## config.mk

```make
export PLATFORM = sky130hd
export DESIGN_NAME = mpts_isqrt
export DESIGN_NICKNAME = d
export VERILOG_FILES = /design/src/mpts_pkg.sv /design/src/mpts_isqrt.sv
export SDC_FILE = /design/constraint.sdc
export NUM_CORES = 1
export LEC_CHECK = 0
export BUFFER_PORTS_ARGS = -buffer_cell sky130_fd_sc_hd__buf_2
export CORE_MARGIN = 2
export CORE_UTILIZATION = 34
export CTS_CLUSTER_SIZE = 20
export DETAILED_ROUTE_END_ITERATION = 8
export PLACE_DENSITY = 0.58
export SYNTH_ARGS = -nofsm -noshare
export SYNTH_HDL_FRONTEND = slang
export SYNTH_SLANG_ARGS = --single-unit
```

## constraint.sdc

```tcl
create_clock -name clk_i -period 4.65 [get_ports clk_i]
set_clock_uncertainty 0.2 [all_clocks]
set_input_delay 0.93 -clock clk_i [delete_from_list [all_inputs] [get_ports clk_i]]
set_output_delay 0.93 -clock clk_i [all_outputs]
set_load 0.05 [all_outputs]
```

## src/mpts_pkg.sv

```systemverilog
// Package with types and constants for the max-perimeter triangle search.
package mpts_pkg;

  localparam int unsigned CoordW = 16;
  localparam int unsigned IdxW   = 10;
  localparam int unsigned PerimW = 19;
  // The squared distance fits in 33 bits and its root in 17 bits.
  localparam int unsigned SqW    = 34;
  localparam int unsigned RootW  = 17;

  typedef enum logic [3:0] {
    ST_LOAD,
    ST_RDA,
    ST_RDB,
    ST_DIFF,
    ST_SQ,
    ST_START,
    ST_ROOT,
    ST_ACC,
    ST_NEXT,
    ST_DONE
  } state_e;

  // Status from the square-root unit.
  typedef struct packed {
    logic             busy;
    logic             done;
    logic [RootW-1:0] root;
  } root_stat_t;

endpackage

```

## src/mpts_isqrt.sv

```systemverilog
// Bit-serial integer square root, one result bit per cycle.
module mpts_isqrt (
  input  logic                    clk_i,
  input  logic                    rst_ni,
  input  logic                    start_i,
  input  logic [mpts_pkg::SqW-1:0] value_i,
  output mpts_pkg::root_stat_t    stat_o
);
  import mpts_pkg::*;

  localparam int unsigned CntW = $clog2(RootW + 1);

  logic [SqW-1:0]   rem_q, rem_d;
  logic [SqW-1:0]   val_q, val_d;
  logic [RootW-1:0] root_q, root_d;
  logic [CntW-1:0]  cnt_q, cnt_d;
  logic             busy_q, busy_d;
  logic             done_q, done_d;
  logic [SqW+1:0]   trial;
  logic [SqW+1:0]   rem_sh;

  // Restoring digit recurrence: two radicand bits enter per step.
  always_comb begin
    rem_sh = {rem_q, val_q[SqW-1 -: 2]};
    trial  = {{(SqW + 2 - RootW - 2){1'b0}}, root_q, 2'b01};
    rem_d  = rem_q;
    val_d  = val_q;
    root_d = root_q;
    cnt_d  = cnt_q;
    busy_d = busy_q;
    done_d = 1'b0;
    if (start_i) begin
      rem_d  = '0;
      val_d  = value_i;
      root_d = '0;
      cnt_d  = CntW'(RootW);
      busy_d = 1'b1;
    end else if (busy_q) begin
      val_d = {val_q[SqW-3:0], 2'b00};
      if (rem_sh >= trial) begin
        rem_d  = SqW'(rem_sh - trial);
        root_d = {root_q[RootW-2:0], 1'b1};
      end else begin
        rem_d  = SqW'(rem_sh);
        root_d = {root_q[RootW-2:0], 1'b0};
      end
      cnt_d = cnt_q - 1'b1;
      if (cnt_q == CntW'(1)) begin
        busy_d = 1'b0;
        done_d = 1'b1;
      end
    end
  end

  always_ff @(posedge clk_i or negedge rst_ni) begin
    if (!rst_ni) begin
      busy_q <= 1'b0;
      done_q <= 1'b0;
      cnt_q  <= '0;
    end else begin
      busy_q <= busy_d;
      done_q <= done_d;
      cnt_q  <= cnt_d;
    end
  end

  always_ff @(posedge clk_i) begin
    rem_q  <= rem_d;
    val_q  <= val_d;
    root_q <= root_d;
  end

  assign stat_o = '{busy: busy_q, done: done_q, root: root_q};

endmodule

```

# [Yosys cells after proc, flatten, opt, wreduce, memory -nomap -nowiden]
# Index checks and enable logic that the tools add are counted.
[totals] output_inout_bits=19 ff_bits=92 input_bits=37 elab_cells=23
[op_classes] n_eq_ne=1 n_lt_le_gt_ge=1 n_reduce_logical=1 mux=12 add_sub_neg=2
[ops] operator="$mux 34" count=3
[ops] operator="$ge 36x19->1" count=1
[ops] operator="$sub 34x19->34" count=1
[ops] operator="$mux 5" count=2
[ops] operator="$mux 1" count=7
[ops] operator="$eq 5x1->1 const B" count=1
[ops] operator="$sub 5x1->5 const B" count=1
[ops] operator="$reduce_bool 2->1" count=1

# [Depth between registers and ports, before layout]
# Gate-level depths: netlist of run 1.
[logic_depth] word_depth=4 mapped_depth=11 depth_no_buf=9

# [Worst setup path before layout of run 1]
# No wires, ideal clock.
[synth_path] path_type="reg-to-reg" start="reg root_q[0]" end="reg rem_q[19]" t_required_ns=4.362 period_less_slack_ns=3.224 path_buffers=1 t_arrival_ns=2.936 slack_ns=1.426 stages_incl_launch_ff=11 setup_time_ns=0.088 path_cell_list="dfxtp_1 inv_1 ha_1 nand2b_1 a211o_1 a211o_1 a211oi_2 buf_4 nor2_2 or4_1 a311oi_2"
[synth_between] elab_chain_cells=2 elab_cells_between_ends=3 classes_between="add/sub: 1; order compare: 1; mux: 1"
[synth_rtl] element="start: declaration" line_no="mpts_isqrt.sv:15" source="logic [RootW-1:0] root_q, root_d;"
[synth_rtl] element="start signal: assignment" line_no="mpts_isqrt.sv:70" source="root_q <= root_d;"
[synth_rtl] element="$sub 34x19->34 / $ge 36x19->1 (equally long branches)" line_no="mpts_isqrt.sv:41, mpts_isqrt.sv:40"
[synth_rtl] element="$mux 34 (*)" line_no="mpts_isqrt.sv:40" source="if (rem_sh >= trial) begin"
[synth_rtl] element="end signal: assignment" line_no="mpts_isqrt.sv:68" source="rem_q <= rem_d;"
[synth_rtl] element="end: declaration" line_no="mpts_isqrt.sv:13" source="logic [SqW-1:0] rem_q, rem_d;"
# Mark *: on every way between the ends. The rest lies on a longest branch, timed or not.
# A chain may end at the register's enable or synchronous reset.

# [Worst setup path in the final report of run 1]
[layout_path] start="reg root_q[0]" end="reg rem_q[30]"
# The elaborated chain is that of the path after synthesis.

==> out/metrics.csv, run 1 <==
metric,value,unit
max_slew headroom,34.18,%
post-synthesis sequential area ratio,42.50,%
Via-to-Cell Ratio,5.306,
Synth async-reset ratio,7.609,%
crit path DAT,3440,ps
CTS clock-pin slew for the worst setup and hold paths,70,ps
"CP delay by family, top",compound AO/OA/AOI/OAI gates,
Detail Route Antenna Nets,0,
dpl cells,754,
crit share post-route,72.86,%
Synth warnings,0,
Crit Path Max Fanout,17,
RSZ-0062 raised after global routing,false,
Final Max Slew Viols,0,
Die H,127.9,µm
Final Critical Period,3388,ps
Critical Path Source Type,flip-flop,
1st-pass router iterations,4,
Nets,635,
Post-Syn Instances,537,
row count,45,
status,"finished, final reports clean",
I/O pin cnt,56,
number of diodes,0,
total CTS buffers,9,
predominant post-synthesis flop cell,dfxtp_1,
LEAKAGE,2.499,nW
vias in the first global route,4002,
# resized after CTS,0,
Initial Utilization,34.57,%
Post-DP HPWL,8.204,mm
"Setup violations, final",0,
Final Hold Violating Endpoints,0,
largest net degree at the start of global routing,57,
hold buffers post-CTS,0,
average size of a mapped cell,9.714,µm²
CTS max path bufs,2,
die footprint,16350,µm²
Port Buffers,55,
post-DR wirelength/cell,15.04,µm
Synth cell types,61,
Post-synth EDFFs,34,
global route total overflow,0,
DRT iter0 DRCs,216,
worst ir drop on vdd,268.6,µV
Routed WL,11.58,mm
via count,4086,
Worst path max stage delay,580,ps
Post-Layout Cell Count,770,
Clock Sinks,92,
Synth Register Bits,92,
CTS Root Cell,clkbuf_16,
DRC viols,0,
Mapped Area,5216,µm²
"Data required, critical path",4700,ps
PD cells,671.2,nW/µm²
setup bufs post-CTS,0,
utilization after layout,39.27,%
syn nets,595,
area grow syn2layout,13.60,%
first-pass GRT wire length,19.62,mm
initial antenna violation count,0,
Fillers,1505,
worst min path class,input port to asynchronous set/reset pin,
critical path class,flip-flop to flip-flop,
H-tree levels,3,
global router's overall resource usage,14.86,%
Slew @ Worst Pin,987.2,ps
Clock Latency Late Sink,350,ps
Max-cap violations,0,
fmax,295.1,MHz
share of layout cells above drive strength 1,20.79,%
chip width,127.9,µm
Crit. End Element,flip-flop,
Final GP Congestion,0.8687,
area of the core,15090,µm²
crit path cell chain,inv_1 > ha_1 > nand2b_1 > a211o_1 > a211o_1 > a211oi_2 > buf_4 > o211ai_2 > or4_1 > a311oi_1,
"most used cell, CP",a211o_1,
Critical-path top delay cell,or4_1,
critical path buffer and inverter count,2,
TritonCTS clock tree,done,
r2r setup slk,1260,ps
Final TNS setup,0,ps
## routing by layer
layer | routed length [µm] | vias up | track usage, %
li1 | - | 2055 | -
met1 | 5524 | 1934 | 19.73
met2 | 5365 | 81 | 23.66
met3 | 516 | 16 | 3.255
met4 | 171 | 0 | 5.818
met5 | 0 | - | 0
## report_power, final
part	internal, mW	switching [mW]	leakage, nW	total, mW
sequential	1.07	0.200	0.864	1.27
clock	0.424	0.330	0.151	0.754
combinational	0.841	1.11	1.48	1.95
total	2.34	1.64	2.50	3.98
## cell type report
type / count / area (µm²) / area share [%]
multi-input combinational: 388 / 2763 / 46.62
sequential: 92 / 2218 / 37.44
timing repair buffer: 58 / 300.3 / 5.068
tap: 188 / 235.2 / 3.970
clock buffer: 9 / 225.2 / 3.801
inverter: 28 / 105.1 / 1.774
clock inverter: 7 / 78.83 / 1.330
## sequential cells by signal, summed over array words and instances (netlist names)
register,cells
busy_q,1
done_q,1
cnt_q,5
val_q,34
rem_q,34
root_q,17
## layout by cell type, fill, tap and decap left out, types with 15 or more instances in the layout
master    instances
nor2_1           66
buf_2            54
dfxtp_1          51
edfxtp_1         34
mux2_2           32
inv_1            28
nand2_1          27
mux2i_1          25
a21oi_1          23
ha_1             21
a211oi_1         16
o21ai_0          15
## kinds of logic after synthesis
kind of cell / after synthesis / share of synthesized area, %
flip-flops: 92 / 42.50
adder cells (fa/ha/maj): 21 / 5.037
AO/OA/AOI/OAI: 113 / 15.35
AND/OR/NAND/NOR: 180 / 18.01
multiplexers: 57 / 11.71
buffers and inverters: 57 / 4.533
XOR/XNOR: 17 / 2.854
## worst paths after layout
check / start / to / depth (start not counted)
max: root_q[0] / rem_q[30] / 10
min: rst_ni / done_q / 1
max reg2reg: root_q[0] / rem_q[30] / 10
min reg2reg: rem_q[33] / rem_q[33] / 2
max in group asynchronous: rst_ni / busy_q / 1
min in group clk_i: rem_q[33] / rem_q[33] / 2
## cell usage after synthesis, drive strengths merged (13+ instances only)
cell type	instances	share of area (%)
edfxtp	34	20
mux2	32	6.9
inv	28	2.0
o21ai	16	1.5
mux2i	25	4.8
a311oi	13	2.3
nor4	13	1.9
clkbuf	17	1.2
a21oi	23	2.2
a211oi	18	2.8
ha	21	5.0
nor2	67	4.9
nand2	27	1.9
dfxtp	51	20
## metrics by stage
step | cell area, µm² | hold WS [ps] | setup WS (ps) | total power [mW]
after floorplan | 5216 | 258.2 | 1426 | 2.820
after global placement | 5622 | 277.7 | 1423 | 3.193
after detailed placement | 5622 | 279.9 | 1313 | 3.223
after CTS | 5926 | 195.0 | 1274 | 3.992
after global routing | 5926 | 203.3 | 1031 | 4.294
final | 5926 | 202.3 | 1262 | 3.977
(Power assumes the default switching activity.)
==> inputs of run 2 (changes only) <==
Settings changed: PLACE_DENSITY 0.58 to 0.6.
Clock period 4.65 ns to 3.1 ns, I/O delays scaled along.
==> out/metrics.csv, run 2 (synthesis gave the netlist of run 1 again) <==
metric,value,unit
status,"finished, final reports clean",
CTS max path bufs,2,
"Data required, critical path",3170,ps
r2r setup slk,100,ps
Sw Share,40.53,%
share of layout cells above drive strength 1,28.78,%
hold_sp,rem_q[32],
switching power,2.649,mW
max_slew headroom,48.08,%
Max-cap violations,0,
Final Hold Violating Endpoints,0,
Reg2Reg Depth,10,
Crit Path Max Fanout,5,
P_int,3.887,mW
Nets,675,
chip width,127.9,µm
TritonCTS clock tree,done,
Top Registers,"rem_q x34, val_q x34, root_q x17",
Tot Pwr,6.536,mW
dpl cells,785,
via count,4283,
worst ir drop on vdd,472.6,µV
"Setup violations, final",0,
crit share post-route,96.74,%
Comb power frac,53.8,%
critical path class,flip-flop to flip-flop,
most frequent cells in the layout,"nor2_1, buf_2, dfxtp_1, buf_4, edfxtp_1",
vias in the first global route,4213,
Via-to-Cell Ratio,5.288,
Initial Utilization,34.57,%
largest net degree at the start of global routing,49,
"commonest non-fill, non-tap cell in the layout",nor2_1,
global router's overall resource usage,15.59,%
Final Critical Period,2999,ps
I/O pin cnt,56,
clock network fraction of design power,17.5,%
worst reg2reg startpoint,root_q[3],
worst min path class,flip-flop to flip-flop,
Final Max Slew Viols,0,
Worst Hold Depth,2,
initial antenna violation count,0,
CTS Root Cell,clkbuf_16,
Reg power frac,28.7,%
H-tree levels,3,
post-DR wirelength/cell,15.39,µm
Post-Layout Cell Count,810,
total CTS buffers,9,
Slew @ Worst Pin,778.8,ps
Critical Path Source Type,flip-flop,
die footprint,16350,µm²
LEAKAGE,2.714,nW
first-pass GRT wire length,20.36,mm
worst reg2reg endpoint,rem_q[19],
Fillers,1482,
Final GP Congestion,0.8887,
row count,45,
PD cells,1025,nW/µm²
Die H,127.9,µm
Crit. End Element,flip-flop,
number of diodes,0,
1st-pass router iterations,4,
Port Buffers,55,
DRT iter0 DRCs,220,
area grow syn2layout,22.24,%
Routed WL,12.47,mm
Hold Crit Endpoint,rem_q[32],
Detail Route Antenna Nets,0,
Post-DP HPWL,8.896,mm
CTS clock-pin slew for the worst setup and hold paths,70,ps
fmax,333.5,MHz
Clock Latency Late Sink,350,ps
crit path DAT,3070,ps
DRC viols,0,
area of the core,15090,µm²
global route total overflow,0,
Clock Sinks,92,
[run 2: cell count changes in the layout (fill, tap and decap cells not counted), moves of 3 or more]
| cell | delta |
|---|---|
| dfxtp_2 | +5 |
| dfxtp_1 | -6 |
| ha_1 | -3 |
| buf_4 | +35 |
[run 2: power by group through the flow]
| stage | Combinational, mW | Sequential (mW) | Clock [mW] |
|---|---|---|---|
| after floorplan | 2.38 | 1.85 | 0 |
| after global placement | 3.21 | 1.88 | 0 |
| after detailed placement | 3.23 | 1.89 | 0 |
| after CTS | 3.27 | 1.87 | 1.17 |
| after global routing | 3.89 | 1.92 | 1.21 |
| final | 3.52 | 1.87 | 1.14 |
[run 2: through the flow]
| step | instance area [µm²] | utilization (%) | worst slack, ps | setup TNS [ps] | hold WS (ps) |
|---|---|---|---|---|---|
| 2_1_floorplan | 5224 | - | 29.03 | 0 | 124.4 |
| 3_3_place_gp | 5887 | 39.01 | 85.94 | 0 | 254.6 |
| 3_5_place_dp | 5887 | 39.01 | 36.47 | 0 | 255.3 |
| 4_1_cts | 6202 | 41.10 | -3.479 | -5.455 | 298.0 |
| 5_1_grt | 6376 | 42.26 | -5.649 | -5.649 | 322.6 |
| 6_report | 6376 | 42.26 | 101.1 | 0 | 295.2 |
[run 2: timing repair]
item / CTS / global route
endpoints found under the hold margin: 7 / 0
setup buffers: 0 / 8
pin swaps: 1 / 11
endpoints found under the setup margin: 3 / 28
resized for setup: 0 / 19
hold buffers: 1 / 0
[run 2: how the worst max path moves through the flow]
| stage | cells past startpoint | endpoint | slack, ps | start |
|---|---|---|---|---|
| global route | 10 | rem_q[19] | -6 | root_q[3] |
| floorplan | 10 | rem_q[30] | 30 | root_q[12] |
| global placement | 9 | rem_q[31] | 90 | root_q[3] |
| detailed placement | 9 | rem_q[31] | 40 | root_q[3] |
| finish | 10 | rem_q[19] | 100 | root_q[3] |
| CTS | 10 | rem_q[30] | -3 | root_q[13] |
[run 2: layout make-up]
cell class	count	area, µm²	share of cell area, %
timing repair buffer	98	635.6	9.969
tap	188	235.2	3.689
multi-input combinational	388	2867	44.96
inverter	28	105.1	1.648
clock inverter	7	80.08	1.256
sequential	92	2228	34.95
clock buffer	9	225.2	3.532
[run 2: routing by layer]
metal	up-vias	wire length [µm]	GRT usage [%]	part of all wire (%)
met5	-	0	0	0
met4	0	246	5.365	2.0
met3	19	581	3.881	4.7
met2	94	5707	24.79	46
met1	2042	5930	20.73	48
li1	2128	-	-	-
[run 2: worst max-delay path: stages, from the launching register on]
cell and delay [ps]:
dfxtp_2 350, inv_1 80, ha_4 280, nand2_1 70
a211o_1 280, a211o_4 380, a211oi_4 320, buf_6 170
nor2_2 50, or4_4 480, a311oi_2 260
